==> config.mk <==
export PLATFORM = sky130hd
export DESIGN_NAME = ptc_ram
export DESIGN_NICKNAME = d
export VERILOG_FILES = /design/src/hdl/points_to_constraint_step_assert.svh /design/src/hdl/ptc_ram.sv
export SDC_FILE = /design/constraint.sdc
export NUM_CORES = 2
export LEC_CHECK = 0
export CAP_MARGIN = 5
export CORE_MARGIN = 5
export CORE_UTILIZATION = 45
export CTS_CLUSTER_DIAMETER = 120
export DETAILED_ROUTE_END_ITERATION = 16
export DONT_BUFFER_PORTS = 1
export SLEW_MARGIN = 30
export SYNTH_ARGS = -nofsm -noshare
export SYNTH_HDL_FRONTEND = slang
export SYNTH_SLANG_ARGS = --single-unit
==> constraint.sdc <==
create_clock -name clock -period 8.1 [get_ports clock]
set_input_delay 0.405 -clock clock [delete_from_list [all_inputs] [get_ports clock]]
set_output_delay 0.405 -clock clock [all_outputs]
set_load 0.02 [all_outputs]
==> src/hdl/points_to_constraint_step_assert.svh <==
`ifndef POINTS_TO_CONSTRAINT_STEP_ASSERT_SVH
`define POINTS_TO_CONSTRAINT_STEP_ASSERT_SVH

// same-cycle implication under reset
`define PTC_ASSERT_NOW(lbl, clk, rst, ante, cons, msg) \
   lbl: assert property (@(posedge clk) disable iff (rst) (ante) |-> (cons)) else $error(msg);

// next-cycle implication under reset
`define PTC_ASSERT_NEXT(lbl, clk, rst, ante, cons, msg) \
   lbl: assert property (@(posedge clk) disable iff (rst) (ante) |=> (cons)) else $error(msg);

`endif

==> src/hdl/ptc_ram.sv <==
module ptc_ram #(
   parameter int WIDTH = 64,
   parameter int DEPTH = 64
) (
   input  logic                     clock,
   input  logic                     we,
   input  logic [$clog2(DEPTH)-1:0] waddr,
   input  logic [WIDTH-1:0]         wdata,
   input  logic [$clog2(DEPTH)-1:0] raddr,
   output logic [WIDTH-1:0]         rd_data
);
   logic [WIDTH-1:0] mem_ff [DEPTH];
   logic [WIDTH-1:0] rd_data_ff;

   // one write port, one registered read port
   always_ff @(posedge clock) begin
      if (we) begin
         mem_ff[waddr] <= wdata;
      end
      rd_data_ff <= mem_ff[raddr];
   end

   assign rd_data = rd_data_ff;
endmodule

==> Word level (Yosys, flattened, before mapping) <==
Memory sizes are Yosys's and may differ from the RTL's. A register that Yosys moved wholly into a read port is not among the register bits.
Index checks and enable logic that the tools add are counted.
{ "op_classes": {"n_div": 0, "n_shift": 0, "n_mul": 0, "muxes": 2, "reduce_logical": 0, "n_lt_le_gt_ge": 0, "n_addsub": 0, "n_bitwise": 0, "eq_ne": 0} }
{ "ops": {"columns": ["op", "count"], "rows": [
  ["1-bit two-way mux", 2]
]} }
{ "totals": {"memories": 1, "inputBits": 78, "rom_bits": 0, "elab_cells": 3, "output_inout_bits": 64, "ramBits": 4096, "latchBits": 0, "register_bits": 0} }
{ "memory_table": {"columns": ["name", "depth", "word_bits", "read_ports", "rd_clocked_by_memory_dff", "write_ports", "line", "text"], "rows": [
  ["mem_ff", 64, 64, 1, 1, 1, "ptc_ram.sv:12", "logic [WIDTH-1:0] mem_ff [DEPTH];"]
]} }

==> Depth between registers and ports, before layout <==
{ "logic_depth": {"ltp_word": 2, "mapped_depth": 9, "mapped_depth_nobuf": 5} }

==> Worst setup path before layout <==
Ideal clock, no wire load.
{ "synth_path": {"kind": "input -> register", "start": "input port waddr[3]", "end": "memory mem_ff[48][0] (enable)", "t_arrival_ps": 5277, "setup_time_ps": 564, "n_path_buf": 1, "stages": 4, "slack_ps": 2259, "required_time_ps": 7536, "path_cell_list": "clkbuf_1 nor2b_1 nand4b_1 nor3_1"} }
{ "synth_lines": {"columns": ["element", "line", "text"], "rows": [
  ["from (decl)", "ptc_ram.sv:7", "input logic [$clog2(DEPTH)-1:0] waddr,"],
  ["to (decl)", "ptc_ram.sv:12", null]
]} }
No word-level cell before the write port.

==> impl_metrics.toml <==
[sta]
finalHoldViolCount = 0
slew_headroom = 0.2925
transition_time_at_the_pin_with_the_least_slew_margin_ns = 1.061
clock_skew_ns = 0.06454
timing.hold.ws_ns = 0.06585
max_freq_mhz = 293.6
setup_violations = 0
finalMaxSlewViolations = 0
finalWorstSetupSlack_ns = 4.694
final_period_minus_worst_setup_slack_ns = 3.406
grt_setup_unrepaired = "false"
timing.setup.tns_ns = 0
fin_crit_share = 0.4205

[cts]
clkTransAtPathRegs_ns = 0.06
clockRootBuffer = "clkbuf_16"
cts_buffers = 419
clockBufferDepth = 4
number_of_buffers_added_to_fix_hold_violations_after_cts = 136
worst_skew_late_latency_ns = 0.99
post_cts.resized_instances = 0
htree_num_levels = 5
tritoncts = "yes"
post-cts-setup-buffers = 0
cts_sinks = 4160

[yosys]
synth_compound_gate_area_share = 0.02477
ys_ff_latch = 4160
yosys.area_share.simple = 0.01240
netlist-cell-type-count = 33
synth_cells = 6598
combinational_family_with_the_most_area_after_synthesis = "multiplexers"
syn_area_um2 = 156300
syn_nets = 6676
xor_and_xnor_fraction_of_the_mapped_netlist_area = 0
synthesis.area_per_instance_um2 = 23.70
post_synth_fa_ha_maj_area_fraction = 0
synth.yosys.seq_area_share = 0.7949
synth.mux.area_fraction = 0.1561
synth.yosys.warnings = 0

[die]
design.portCount = 142
die_height_um = 599.4
design.core.area_um2 = 346200
die_x_um = 599.4
placementRows = 216
start_util = 0.4516
design.die.area_um2 = 359300

[placement]
detailed_place.area_um2 = 163400
place.detailed.hpwl_um = 221300
numPortBuffers = 0
globalplace.congestion = 0.7488
post-place-ws_ns = 3.439

[pwr]
leakagePower_nw = 55.85
switching_share = 0.2114
ir_worst_vdd_uv = 186.3
pwr_density_cell_nw_per_um2 = 252.4
seqPwrFrac = 0.529
combPwrFrac = 0.044
intPower_mw = 35.78
netSwitchingPower_mw = 9.592
clock_share_of_power = 0.426

[critical_path]
cpMostUsedCell = "buf_16"
critPathBufInv = 5
largest_fanout_on_the_critical_path = 91
startpoint_type = "input port"
crit-reg2reg-launch = "mem_ff[54][53]$_DFFE_PP_"
worst-path-stages = 10
cp_data_arrival_time_ns = 4.22
crit_type = "in -> reg"
setup.worst_path.end = "rd_data[37]$_DFF_P_"
reg2reg_slack_ns = 5.69
slowest_stage = "mux4_2"
path_delay_family = "buffers and inverters"
critical_path_required_ns = 8.91
worst_r2r_path_depth = 5
worstSetupStartpoint = "raddr[0]"
reg2reg_to = "rd_data[53]$_DFF_P_"
slowest_delay_ns = 0.59
worst_path_cell_chain = "buf_16, buf_16, buf_16, buf_16, buf_16, mux4_2, mux2i_1, o22ai_1, a41oi_1, a211oi_1"
setup.worst_path.end_class = "flip-flop"

[grt]
first_global_vias = 75650
grt_overflow = 0
number_of_antenna_violations_at_the_first_check_in_global_routing = 20
grt_pass1_wl_um = 596700
track_usage = 0.2360
grt_max_degree = 412

[final_layout]
num-nets-final = 7068
most_frequent_cells_in_the_layout = "4096 x edfxtp_1, 1024 x mux4_2, 425 x clkbuf_16"
layout.core_utilization = 0.5193
layout-drive-gt1-share = 0.2746
syn2layout_area_growth_pct = 14.98
final_common_cell = "edfxtp_1"
post-route-cell-area_um2 = 179800

[run_status]
outcome = "complete, no violations"

[route]
routed_wire_length_per_instance_um = 35.75
drcViolationCount = 0
viasPerCell = 6.283
drt_iter0_markers = 9888
vias = 75010
detail-route-antenna-nets = 0
wirelength_um = 426800
drt_first_pass_iters = 5

[run]
cap_violations = 0

[worst_hold_path]
worst_min_path_class = "in -> reg"
[how the worst min path moves through the flow]
| stage | from | endpoint | slack, ns | cells after the start |
|---|---|---|---|---|
| after floorplan | wdata[0] | mem_ff[0][0]$_DFFE_PP_ | 0.50 | 0 |
| after global placement | wdata[58] | mem_ff[23][58]$_DFFE_PP_ | 0.51 | 0 |
| after detailed placement | wdata[63] | mem_ff[57][63]$_DFFE_PP_ | 0.51 | 0 |
| after CTS | waddr[2] | mem_ff[55][62]$_DFFE_PP_ | 0.001 | 3 |
| after global routing | raddr[4] | rd_data[34]$_DFF_P_ | 0.03 | 3 |
| final | raddr[4] | rd_data[34]$_DFF_P_ | 0.07 | 3 |
[synthesized netlist by cell type (all sizes together)]
| library cell | count | share of area |
|---|---|---|
| dfxtp | 64 | 0.0082 |
| or3 | 29 | 0.0012 |
| mux2i | 135 | 0.0086 |
| nand4 | 2 | 0.000080 |
| o221ai | 38 | 0.0021 |
| mux4 | 1024 | 0.15 |
| nor3 | 2 | 0.000064 |
| buf | 230 | 0.0080 |
| a31o | 1 | 0.000056 |
| a41oi | 26 | 0.0015 |
| a2bb2oi | 19 | 0.0011 |
| clkbuf | 140 | 0.0034 |
| inv | 19 | 0.00046 |
| nor2 | 112 | 0.0027 |
| edfxtp | 4096 | 0.79 |
| and3 | 64 | 0.0026 |
| a31oi | 18 | 0.00072 |
| a22oi | 168 | 0.0081 |
| or2 | 28 | 0.0011 |
| or3b | 1 | 0.000056 |
| nand2b | 11 | 0.00044 |
| nand2 | 58 | 0.0014 |
| a22o | 88 | 0.0049 |
| nand3b | 2 | 0.000096 |
| nand3 | 45 | 0.0014 |
| o22ai | 83 | 0.0033 |
| nor2b | 28 | 0.0011 |
| a211oi | 63 | 0.0030 |
| nand4b | 1 | 0.000056 |
| and2 | 3 | 0.00012 |
[power by group through the flow]
stage,Sequential (mW),Clock [mW],Combinational (mW)
after floorplan,24.4,0,1.11
after global placement,24.5,0,1.43
after detailed placement,24.5,0,1.56
after CTS,24.0,19.6,1.99
after global routing,24.0,20.6,2.13
final,24.0,19.3,2.02
[logic make-up (layout without fill, tap and decap cells)]
family	Yosys count	count (layout)
compound gates	504	504
buf+inv	389	1144
flops	4160	4160
mux	1159	1159
other cells	0	8
simple gates	386	386
[per-layer routing]
metal  global-route usage  vias to the layer above  wire length, um  part of all wire
met4              0.06861                       12            13220             0.031
met1               0.3418                    41170           171700              0.40
li1                     -                    29320                -                 -
met2               0.3741                     3835           204000              0.48
met3              0.03919                      669            37820             0.089
met5                    0                        -               75           0.00018
[flip-flops by register name (all words and copies together), names as in the netlist]
| register | count |
|---|---|
| mem_ff | 4096 |
| rd_data | 64 |
[metrics by stage]
| stage | total power, mW | cells |
|---|---|---|
| 2_1_floorplan | 25.50 | 6598 |
| 3_3_place_gp | 25.90 | 10960 |
| 3_5_place_dp | 26.04 | 11000 |
| 4_1_cts | 45.63 | 11920 |
| 5_1_grt | 46.71 | 11930 |
| 6_report | 45.37 | 11940 |
[worst register-to-register path: cells and delay by family (launching register included)]
| family | cells | cell delay, ns |
|---|---|---|
| flops | 1 | 0.32 |
| mux | 2 | 0.35 |
| compound gates | 3 | 1.58 |
[final cells by class]
cell class / count / area (um2)
Antenna cell: 8 / 20.02
Clock buffer: 542 / 11340
Clock inverter: 242 / 2414
Fill cell: 26300 / 166400
Inverter: 19 / 71.32
Multi-Input combinational cell: 2049 / 30820
Sequential cell: 4160 / 124300
Tap cell: 4578 / 5728
Timing Repair Buffer: 341 / 5096
No activity file was read; power rests on OpenSTA's default activity.
